File: config.mk
export PLATFORM = sky130hd
export DESIGN_NAME = keyed_append_buffer_table
export DESIGN_NICKNAME = d
export VERILOG_FILES = /design/src/hw/rtl/kab_pkg.sv /design/src/hw/rtl/kab_byte_ram.sv /design/src/hw/rtl/keyed_append_buffer_table.sv
export SDC_FILE = /design/constraint.sdc
export NUM_CORES = 2
export LEC_CHECK = 0
export BUFFER_PORTS_ARGS = -buffer_cell sky130_fd_sc_hd__clkbuf_2
export CAP_MARGIN = 10
export CELL_PAD_IN_SITES_DETAIL_PLACEMENT = 0
export CELL_PAD_IN_SITES_GLOBAL_PLACEMENT = 1
export CORE_MARGIN = 2
export CORE_UTILIZATION = 50
export DETAILED_ROUTE_END_ITERATION = 10
export MAX_ROUTING_LAYER = met4
export PLACE_DENSITY = 0.77
export SETUP_SLACK_MARGIN = 0.15
export SYNTH_ARGS = -nofsm -noshare
export SYNTH_HDL_FRONTEND = slang
export SYNTH_MEMORY_MAX_BITS = 65536
export SYNTH_SLANG_ARGS = --single-unit
File: constraint.sdc
create_clock -name clk -period 24.2 [get_ports clk]
set_input_delay 1.21 -clock clk [delete_from_list [all_inputs] [get_ports clk]]
set_output_delay 1.21 -clock clk [all_outputs]
set_load 0.01 [all_outputs]
File: src/hw/rtl/kab_pkg.sv
package kab_pkg;

  // Port word and field widths
  localparam int IN_TDATA_W  = 32;
  localparam int IN_TUSER_W  = 3;
  localparam int OUT_TDATA_W = 16;
  localparam int KEY_W       = 16;
  localparam int LIMIT_W     = 7;
  localparam int COUNT_W     = 6;

  // Operation codes
  localparam logic [1:0] OP_SAVE  = 2'd0;
  localparam logic [1:0] OP_LOAD  = 2'd1;
  localparam logic [1:0] OP_CLEAR = 2'd2;

  // Status codes
  localparam logic [1:0] ST_OK        = 2'd0;
  localparam logic [1:0] ST_NO_SLOT   = 2'd1;
  localparam logic [1:0] ST_NOT_FOUND = 2'd2;
  localparam logic [1:0] ST_BAD_LIMIT = 2'd3;

  localparam logic [7:0] NEWLINE = 8'h0A;

  typedef enum logic [2:0] {
    S_IDLE  = 3'b001,
    S_SAVE2 = 3'b010,
    S_LOAD  = 3'b100
  } state_t;

endpackage

File: src/hw/rtl/kab_byte_ram.sv
module kab_byte_ram #(
  parameter int DEPTH = 512,
  parameter int AW    = 9
) (
  input  logic          clk,
  input  logic          wr_en,
  input  logic [AW-1:0] wr_addr,
  input  logic [7:0]    wr_data,
  input  logic          rd_en,
  input  logic [AW-1:0] rd_addr,
  output logic [7:0]    rd_data
);

  logic [7:0] mem [DEPTH];

  // Write port
  always_ff @(posedge clk) begin
    if (wr_en) begin
      mem[wr_addr] <= wr_data;
    end
  end

  // Registered read port, hold data when idle
  always_ff @(posedge clk) begin
    if (rd_en) begin
      rd_data <= mem[rd_addr];
    end
  end

endmodule

File: src/hw/rtl/keyed_append_buffer_table.sv
// Keyed append buffer table. SLOTS slots, each tagged by the low KEY_BITS bits of a
// 16-bit key, hold an append-only byte buffer of BUFFER_BYTES-1 usable bytes. Slot
// tags, use flags and lengths sit in registers; the buffer bytes sit in one
// synchronous byte RAM with one write and one read port. A save byte is written
// as it is accepted, except the first byte of a message into a non-empty, non-full
// buffer, which is held and written from S_SAVE2 because the newline separator
// and the byte share the single write port. A load reads its bytes through the
// registered RAM read port and gives one byte per cycle while the output is
// taken; an empty or failed load, a clear and an unused operation finish in
// S_IDLE. The byte RAM needs no clearing after reset; the block is ready as soon as
// reset is released. Results sit in an output register; a new word is taken only
// while that register is empty or its result is taken in the same cycle.
module keyed_append_buffer_table #(
  parameter int SLOTS        = 8,
  parameter int BUFFER_BYTES = 64,
  parameter int KEY_BITS     = 16
) (
  input  logic                                 clk,
  input  logic                                 rst_n,
  input  logic                                 in_tvalid,
  output logic                                 in_tready,
  // key[15:0], data_byte[23:16], read_limit[30:24], zero [31]
  input  logic [kab_pkg::IN_TDATA_W-1:0]       in_tdata,
  // operation[1:0], first[2]
  input  logic [kab_pkg::IN_TUSER_W-1:0]       in_tuser,
  input  logic                                 in_tlast,
  output logic                                 out_tvalid,
  input  logic                                 out_tready,
  // status[1:0], count[7:2], out_byte[15:8]
  output logic [kab_pkg::OUT_TDATA_W-1:0]      out_tdata,
  // byte_valid[0]
  output logic                                 out_tuser,
  output logic                                 out_tlast
);

  localparam int SW        = (SLOTS > 1) ? $clog2(SLOTS) : 1;
  localparam int LW        = $clog2(BUFFER_BYTES);
  localparam int AW        = SW + LW;
  localparam int MEM_DEPTH = SLOTS * (1 << LW);
  localparam int KW        = (KEY_BITS < kab_pkg::KEY_W) ? KEY_BITS : kab_pkg::KEY_W;
  localparam logic [LW-1:0] LEN_MAX = LW'(BUFFER_BYTES - 1);

  // Input word fields
  logic [KW-1:0]                in_key;
  logic [7:0]                   in_byte;
  logic [kab_pkg::LIMIT_W-1:0]  in_limit;
  logic [1:0]                   in_op;
  logic                         in_first;
  logic                         in_acc;

  assign in_key   = in_tdata[KW-1:0];
  assign in_byte  = in_tdata[23:16];
  assign in_limit = in_tdata[30:24];
  assign in_op    = in_tuser[1:0];
  assign in_first = in_tuser[2];

  // Slot table and session state
  logic              slot_used_r [SLOTS];
  logic [KW-1:0]     slot_key_r  [SLOTS];
  logic [LW-1:0]     slot_len_r  [SLOTS];
  logic              slot_used_nxt [SLOTS];
  logic [KW-1:0]     slot_key_nxt  [SLOTS];
  logic [LW-1:0]     slot_len_nxt  [SLOTS];
  logic [SW-1:0]     active_r, active_nxt;
  logic              failed_r, failed_nxt;
  logic [LW-1:0]     save_cnt_r, save_cnt_nxt;

  kab_pkg::state_t   state_r, state_nxt;
  logic [7:0]        held_byte_r, held_byte_nxt;
  logic              held_last_r, held_last_nxt;

  // Load sequencer
  logic [SW-1:0]     load_slot_r, load_slot_nxt;
  logic [LW-1:0]     load_n_r, load_n_nxt;
  logic [LW-1:0]     issue_cnt_r, issue_cnt_nxt;
  logic [LW-1:0]     emit_cnt_r, emit_cnt_nxt;
  logic              rd_pend_r, rd_pend_nxt;

  // Output register
  logic                         out_valid_r, out_valid_nxt;
  logic [1:0]                   out_status_r, out_status_nxt;
  logic [kab_pkg::COUNT_W-1:0]  out_cnt_r, out_cnt_nxt;
  logic [7:0]                   out_byte_r, out_byte_nxt;
  logic                         out_bv_r, out_bv_nxt;
  logic                         out_eor_r, out_eor_nxt;
  logic                         out_free;
  logic                         emit;

  // Byte RAM ports
  logic          mem_we;
  logic [AW-1:0] mem_waddr;
  logic [7:0]    mem_wdata;
  logic          mem_re;
  logic [AW-1:0] mem_raddr;
  logic [7:0]    mem_rdata;

  // Key lookup and free slot search
  logic          hit;
  logic [SW-1:0] hit_idx;
  logic          free_any;
  logic [SW-1:0] free_idx;

  assign out_free  = !out_valid_r || out_tready;
  assign in_tready = (state_r == kab_pkg::S_IDLE) && out_free;
  assign in_acc    = in_tvalid && in_tready;

  // Find matching slot and lowest free slot, lowest index wins
  always_comb begin
    hit      = 1'b0;
    hit_idx  = '0;
    free_any = 1'b0;
    free_idx = '0;
    for (int i = SLOTS - 1; i >= 0; i--) begin
      if (slot_used_r[i] && (slot_key_r[i] == in_key)) begin
        hit     = 1'b1;
        hit_idx = SW'(i);
      end
      if (!slot_used_r[i]) begin
        free_any = 1'b1;
        free_idx = SW'(i);
      end
    end
  end

  // Main read-modify-write logic
  always_comb begin
    logic          app_go;
    logic [7:0]    app_byte;
    logic          app_last;
    logic [SW-1:0] s;
    logic [LW-1:0] len_cur;
    logic [LW-1:0] app_len;
    logic [kab_pkg::LIMIT_W-1:0] lim_m1;
    logic [LW-1:0] n;

    app_go   = 1'b0;
    app_byte = in_byte;
    app_last = in_tlast;
    s        = '0;
    len_cur  = '0;
    app_len  = '0;
    lim_m1   = in_limit - kab_pkg::LIMIT_W'(1);
    n        = '0;

    for (int i = 0; i < SLOTS; i++) begin
      slot_used_nxt[i] = slot_used_r[i];
      slot_key_nxt[i]  = slot_key_r[i];
      slot_len_nxt[i]  = slot_len_r[i];
    end
    active_nxt    = active_r;
    failed_nxt    = failed_r;
    save_cnt_nxt  = save_cnt_r;
    state_nxt     = state_r;
    held_byte_nxt = held_byte_r;
    held_last_nxt = held_last_r;
    load_slot_nxt = load_slot_r;
    load_n_nxt    = load_n_r;
    issue_cnt_nxt = issue_cnt_r;
    emit_cnt_nxt  = emit_cnt_r;
    rd_pend_nxt   = rd_pend_r;

    emit           = 1'b0;
    out_status_nxt = kab_pkg::ST_OK;
    out_cnt_nxt    = '0;
    out_byte_nxt   = '0;
    out_bv_nxt     = 1'b0;
    out_eor_nxt    = 1'b1;

    mem_we    = 1'b0;
    mem_waddr = '0;
    mem_wdata = '0;
    mem_re    = 1'b0;
    mem_raddr = {load_slot_r, issue_cnt_r};

    case (state_r)
      kab_pkg::S_IDLE: begin
        if (in_acc) begin
          case (in_op)
            kab_pkg::OP_SAVE: begin
              app_go = 1'b1;
              // Open a session: find or claim a slot
              if (in_first) begin
                save_cnt_nxt = '0;
                if (hit) begin
                  s       = hit_idx;
                  len_cur = slot_len_r[hit_idx];
                end else if (free_any) begin
                  s                = free_idx;
                  slot_used_nxt[s] = 1'b1;
                  slot_key_nxt[s]  = in_key;
                  len_cur          = '0;
                end
                if (!hit && !free_any) begin
                  failed_nxt = 1'b1;
                end else begin
                  failed_nxt = 1'b0;
                  active_nxt = s;
                  if (len_cur >= LEN_MAX) begin
                    slot_len_nxt[s] = '0;
                  end else if (len_cur != '0) begin
                    // Write separator now, defer the byte to S_SAVE2
                    mem_we          = 1'b1;
                    mem_waddr       = {s, len_cur};
                    mem_wdata       = kab_pkg::NEWLINE;
                    slot_len_nxt[s] = len_cur + LW'(1);
                    held_byte_nxt   = in_byte;
                    held_last_nxt   = in_tlast;
                    state_nxt       = kab_pkg::S_SAVE2;
                    app_go          = 1'b0;
                  end else begin
                    slot_len_nxt[s] = '0;
                  end
                end
              end
            end
            kab_pkg::OP_LOAD: begin
              emit = 1'b1;
              if (in_limit == '0) begin
                out_status_nxt = kab_pkg::ST_BAD_LIMIT;
              end else begin
                if (hit) begin
                  n = slot_len_r[hit_idx];
                  if (kab_pkg::LIMIT_W'(n) > lim_m1) begin
                    n = lim_m1[LW-1:0];
                  end
                end
                if (n != '0) begin
                  // Start the read sequence
                  emit          = 1'b0;
                  load_slot_nxt = hit_idx;
                  load_n_nxt    = n;
                  issue_cnt_nxt = '0;
                  emit_cnt_nxt  = '0;
                  rd_pend_nxt   = 1'b0;
                  state_nxt     = kab_pkg::S_LOAD;
                end
              end
            end
            kab_pkg::OP_CLEAR: begin
              emit = 1'b1;
              if (hit) begin
                slot_used_nxt[hit_idx] = 1'b0;
                slot_len_nxt[hit_idx]  = '0;
              end else begin
                out_status_nxt = kab_pkg::ST_NOT_FOUND;
              end
            end
            default: begin
            end
          endcase
        end
      end

      kab_pkg::S_SAVE2: begin
        app_byte = held_byte_r;
        app_last = held_last_r;
        if (!held_last_r || out_free) begin
          app_go    = 1'b1;
          state_nxt = kab_pkg::S_IDLE;
        end
      end

      kab_pkg::S_LOAD: begin
        // Move a fetched byte to the output
        if (rd_pend_r && out_free) begin
          emit         = 1'b1;
          out_cnt_nxt  = kab_pkg::COUNT_W'(load_n_r);
          out_byte_nxt = mem_rdata;
          out_bv_nxt   = 1'b1;
          out_eor_nxt  = (emit_cnt_r == load_n_r - LW'(1));
          emit_cnt_nxt = emit_cnt_r + LW'(1);
          rd_pend_nxt  = 1'b0;
          if (out_eor_nxt) begin
            state_nxt = kab_pkg::S_IDLE;
          end
        end
        // Fetch the next byte when its slot in the output is assured
        if ((issue_cnt_r != load_n_r) && (!rd_pend_r || out_free)) begin
          mem_re        = 1'b1;
          issue_cnt_nxt = issue_cnt_r + LW'(1);
          rd_pend_nxt   = 1'b1;
        end
      end

      default: begin
        state_nxt = kab_pkg::S_IDLE;
      end
    endcase

    // Append one content byte to the session slot
    if (app_go) begin
      if (!failed_nxt) begin
        app_len = slot_len_nxt[active_nxt];
        if (app_len < LEN_MAX) begin
          mem_we                   = 1'b1;
          mem_waddr                = {active_nxt, app_len};
          mem_wdata                = app_byte;
          slot_len_nxt[active_nxt] = app_len + LW'(1);
          save_cnt_nxt             = save_cnt_nxt + LW'(1);
        end
      end
      if (app_last) begin
        emit = 1'b1;
        if (failed_nxt) begin
          out_status_nxt = kab_pkg::ST_NO_SLOT;
        end else begin
          out_cnt_nxt = kab_pkg::COUNT_W'(save_cnt_nxt);
        end
      end
    end

    // Output register: load a new word or drop the taken one
    if (emit) begin
      out_valid_nxt = 1'b1;
    end else if (out_tready) begin
      out_valid_nxt = 1'b0;
    end else begin
      out_valid_nxt = out_valid_r;
    end
  end

  // Control state
  always_ff @(posedge clk) begin
    if (!rst_n) begin
      for (int i = 0; i < SLOTS; i++) begin
        slot_used_r[i] <= 1'b0;
        slot_key_r[i]  <= '0;
        slot_len_r[i]  <= '0;
      end
      active_r    <= '0;
      failed_r    <= 1'b0;
      save_cnt_r  <= '0;
      state_r     <= kab_pkg::S_IDLE;
      issue_cnt_r <= '0;
      emit_cnt_r  <= '0;
      rd_pend_r   <= 1'b0;
      out_valid_r <= 1'b0;
    end else begin
      for (int i = 0; i < SLOTS; i++) begin
        slot_used_r[i] <= slot_used_nxt[i];
        slot_key_r[i]  <= slot_key_nxt[i];
        slot_len_r[i]  <= slot_len_nxt[i];
      end
      active_r    <= active_nxt;
      failed_r    <= failed_nxt;
      save_cnt_r  <= save_cnt_nxt;
      state_r     <= state_nxt;
      issue_cnt_r <= issue_cnt_nxt;
      emit_cnt_r  <= emit_cnt_nxt;
      rd_pend_r   <= rd_pend_nxt;
      out_valid_r <= out_valid_nxt;
    end
  end

  // Payload registers
  always_ff @(posedge clk) begin
    held_byte_r <= held_byte_nxt;
    held_last_r <= held_last_nxt;
    load_slot_r <= load_slot_nxt;
    load_n_r    <= load_n_nxt;
    if (emit) begin
      out_status_r <= out_status_nxt;
      out_cnt_r    <= out_cnt_nxt;
      out_byte_r   <= out_byte_nxt;
      out_bv_r     <= out_bv_nxt;
      out_eor_r    <= out_eor_nxt;
    end
  end

  kab_byte_ram #(
    .DEPTH (MEM_DEPTH),
    .AW    (AW)
  ) u_ram (
    .clk     (clk),
    .wr_en   (mem_we),
    .wr_addr (mem_waddr),
    .wr_data (mem_wdata),
    .rd_en   (mem_re),
    .rd_addr (mem_raddr),
    .rd_data (mem_rdata)
  );

  assign out_tvalid = out_valid_r;
  assign out_tdata  = {out_byte_r, out_cnt_r, out_status_r};
  assign out_tuser  = out_bv_r;
  assign out_tlast  = out_eor_r;

  // Loads never write the byte RAM
  a_load_no_write: assert property (@(posedge clk) disable iff (!rst_n)
    (state_r == kab_pkg::S_LOAD) |-> !mem_we)
    else $error("byte RAM written during load");

  // A pending read exists only inside a load
  a_pend_in_load: assert property (@(posedge clk) disable iff (!rst_n)
    rd_pend_r |-> (state_r == kab_pkg::S_LOAD))
    else $error("read pending outside load");

  // The final loaded byte ends the load
  a_load_ends: assert property (@(posedge clk) disable iff (!rst_n)
    ((state_r == kab_pkg::S_LOAD) && emit && out_eor_nxt) |=> (state_r == kab_pkg::S_IDLE))
    else $error("load did not end after final byte");

  // Session slot never exceeds its usable size
  a_len_bound: assert property (@(posedge clk) disable iff (!rst_n)
    slot_len_r[active_r] <= LEN_MAX)
    else $error("slot length out of range");

endmodule
==> impl_metrics.py <==
metrics = {
    "clocking": {
        "path_clk_slew_ns": 0.06,
        "clock_path_buffers": 4,
        "cts_buffers": 426,
        "cts-root-buf": "clkbuf_16",
        "hold_buffers": 0,
        "insertion_delay_ns": 1.00,
        "clock_sinks": 4351,
        "htree_num_levels": 5,
        "ctsResizeCount": 0,
        "post_cts_buffers": 0,
        "cts_tree": "built",
    },
    "critical_path": {
        "crit_family": "simple AND/OR/NAND/NOR gates",
        "cp.depth": 31,
        "critPathLaunchType": "primary input",
        "max_stage_delay_ns": 1.19,
        "slowest_stage": "nor4_1",
        "r2r_cells": 30,
        "crit_path_max_fanout": 18,
        "critPathRequiredTime_ns": 24.86,
        "cp-end-kind": "flop",
        "cp.arrival_ns": 13.39,
        "path_class": "primary input to flop",
        "crit_buf_inv": 8,
    },
    "power_and_ir_drop": {
        "cell_internal_pwr_w": 0.0120,
        "ir_drop_mv": 0.0618,
        "power_frac_seq": 0.546,
        "leakage_nw": 60.4,
        "clkPwrFrac": 0.434,
        "p_switching_w": 0.00309,
        "pwr-share-comb": 0.020,
        "p_sw_frac": 0.205,
        "power_density_mw_per_mm2": 77.7,
    },
    "final_layout": {
        "instances_no_fill": 13600,
        "finalNetCount": 8732,
        "area_growth_pct": 11.8,
        "fillers": 25000,
        "drive_gt1_frac": 0.271,
        "final_core_util": 0.562,
    },
    "die": {
        "chipWidth_um": 594,
        "row_count": 216,
        "die_area_mm2": 0.353,
        "start_util": 0.503,
        "die_y_um": 594,
        "core_area_mm2": 0.346,
        "io_pins": 60,
    },
    "drt": {
        "drtIter0Drc": 11800,
        "vias_per_cell": 6.42,
        "wl_um": 434000,
        "ant_nets": 0,
        "drt_pass1_iterations": 6,
        "drc": 0,
        "vias": 87300,
        "avgRoutedWirePerCell_um": 31.9,
    },
    "timing": {
        "worst_slew_pin_slew_ns": 1.56,
        "finalCritPeriodShare": 0.526,
        "finalMaxSlewViolations": 61,
        "period_needed_ns": 12.73,
        "skew_ns": 0.0802,
        "worst_slack_ns": 11.47,
        "setup_viol": 0,
        "rsz0062_at_grt": "no",
        "fmax_mhz": 78.6,
        "finalHoldViolCount": 0,
        "max_slew_margin": -0.0427,
        "final.setup.tns_ns": 0,
    },
    "global_route": {
        "track_usage": 0.251,
        "antenna_found_initial": 18,
        "grt_max_degree": 234,
        "grt_pass1_vias": 86700,
        "grt_pass1_wl_um": 627000,
        "grt_overflow": 0,
    },
    "yosys": {
        "synth_edf_count": 4141,
        "syn_inst": 8400,
        "yosys_warnings": 0,
        "synthFlopType": "edfxtp_1",
        "synthDistinctLibCells": 93,
        "synthArstFlopShare": 0,
        "syn_nets": 8458,
        "syn_avg_cell_area_um2": 20.7,
        "ys_seq_area_frac": 0.739,
        "post-synth-top-area-cell": "edfxtp_1",
        "synth_top_area_share": 0.715,
        "synth.area.top_cells": "edfxtp_1 71%, mux4_2 18%, dfxtp_1 2.4%",
        "syn_area_mm2": 0.174,
        "ys_seq_elements": 4351,
    },
    "placement": {
        "hpwl_um": 248000,
        "dp_cells": 12700,
        "port_buffers": 58,
        "gp_congestion": 0.908,
        "preCtsSetupSlack_ns": 10.73,
    },
    "min_path": {
        "holdPathStages": 1,
        "hold_class": "primary input to flop",
    },
    "status": {
        "violations": "slew limit",
        "status": "finished, violations left",
    },
    "job": {
        "drv_cap": 0,
    },
}
cell usage in the layout, fill, tap and decap left out, types with 28 or more instances in the layout:
cell | synthesis | routed
edfxtp_1 | 4141 | 4141
clkbuf_4 | 0 | 40
nand3_1 | 90 | 87
o21ai_0 | 63 | 62
inv_1 | 35 | 35
a21oi_1 | 89 | 82
bufinv_16 | 0 | 43
nor4_1 | 51 | 42
clkbuf_2 | 0 | 76
clkbuf_1 | 291 | 88
and2_1 | 36 | 36
nor2_1 | 516 | 515
mux4_2 | 1352 | 1352
xor2_1 | 76 | 76
nand4_1 | 45 | 45
clkinv_1 | 1 | 92
xnor2_1 | 90 | 90
a211oi_1 | 30 | 30
nor3_1 | 268 | 259
o211ai_1 | 28 | 28
dfxtp_1 | 210 | 204
buf_2 | 119 | 64
buf_4 | 6 | 180
clkbuf_16 | 0 | 429
nand2_1 | 210 | 207
or4_1 | 28 | 28
clkinv_2 | 0 | 75
mux2i_1 | 134 | 134
synth_stat cells, types with 27 or more instances:
cell type / instances
nand2_1: 210
edfxtp_1: 4141
and3_1: 27
mux2i_1: 134
o211ai_1: 28
buf_2: 119
nor3_1: 268
mux4_2: 1352
xnor2_1: 90
o21ai_0: 63
clkbuf_1: 291
nand3_1: 90
inv_1: 35
and2_1: 36
nor2_1: 516
or4_1: 28
a211oi_1: 30
buf_1: 120
xor2_1: 76
dfxtp_1: 210
nor4_1: 51
a21oi_1: 89
nand4_1: 45
power by group through the flow:
stage	Combinational [W]	Clock (W)	Sequential (W)
2_1_floorplan	0.000145	0	0.00852
3_3_place_gp	0.000285	0	0.00841
3_5_place_dp	0.000297	0	0.00841
4_1_cts	0.000297	0.00664	0.00825
5_1_grt	0.000316	0.00694	0.00825
6_report	0.000298	0.00656	0.00825
per-stage QoR:
stage               cell area (µm²)  total power [W]  hold slack, ns
floorplan                    174000          0.00866           0.448
global placement             180000          0.00869           0.458
detailed placement           180000          0.00871           0.462
CTS                          194000           0.0152           0.369
global route                 194000           0.0155           0.413
finish                       194000           0.0151           0.441
logic make-up (layout without fill, tap and decap cells):
group                    count (synthesis)  count (layout)  share of synthesized area
other                                    0               9                          0
AND/OR/NAND/NOR                       1386            1386                     0.0379
multiplexers                          1500            1500                      0.184
flip-flops                            4351            4351                      0.739
AO/OA/AOI/OAI                          406             406                     0.0166
adder cells (fa/ha/maj)                 18              18                    0.00129
XOR/XNOR                               166             166                    0.00836
buffers and inverters                  573            1196                     0.0134
final cells by class:
cell class              count  area [µm²]  share of cell area
flip-flops and latches   4351      129000               0.661
multi-input cells        3476       43500               0.223
clock buffers             519       11100              0.0570
well taps                4578        5730              0.0295
repair buffers            382        2790              0.0144
clock inverters           258        2650              0.0136
inverters                  37         144            0.000740
diodes                      9        22.5            0.000116
routing by layer:
| metal | up-vias | GRT usage | part of all wire |
|---|---|---|---|
| met3 | 673 | 0.0394 | 0.092 |
| li1 | 35700 | - | - |
| met4 | 0 | 0.0658 | 0.028 |
| met2 | 4496 | 0.387 | 0.48 |
| met1 | 46500 | 0.353 | 0.40 |
| met5 | - | - | 0 |
registers in the layout, indices dropped and copies added, names as in the netlist, 2 cells and up:
register       flops
slot_key_r       128
save_cnt_r         6
issue_cnt_r        6
slot_used_r        8
load_n_r           6
load_slot_r        3
u_ram.rd_data      8
out_cnt_r          6
held_byte_r        8
out_status_r       2
state_r            3
u_ram.mem       4096
out_byte_r         8
slot_len_r        48
emit_cnt_r         6
active_r           3
worst paths after layout:
path | startpoint | to | slack [ns]
max | in_tdata[7] | u_ram.mem[448][1]$_DFFE_PP_ | 11.47
min | in_tdata[23] | held_byte_r[7]$_DFFE_PP_ | 0.44
max reg2reg | slot_key_r[0][55]$_SDFFE_PN0P_ | u_ram.mem[448][1]$_DFFE_PP_ | 11.89
min reg2reg | slot_key_r[0][51]$_SDFFE_PN0P_ | slot_key_r[0][51]$_SDFFE_PN0P_ | 0.47
(Power assumes the default switching activity.)
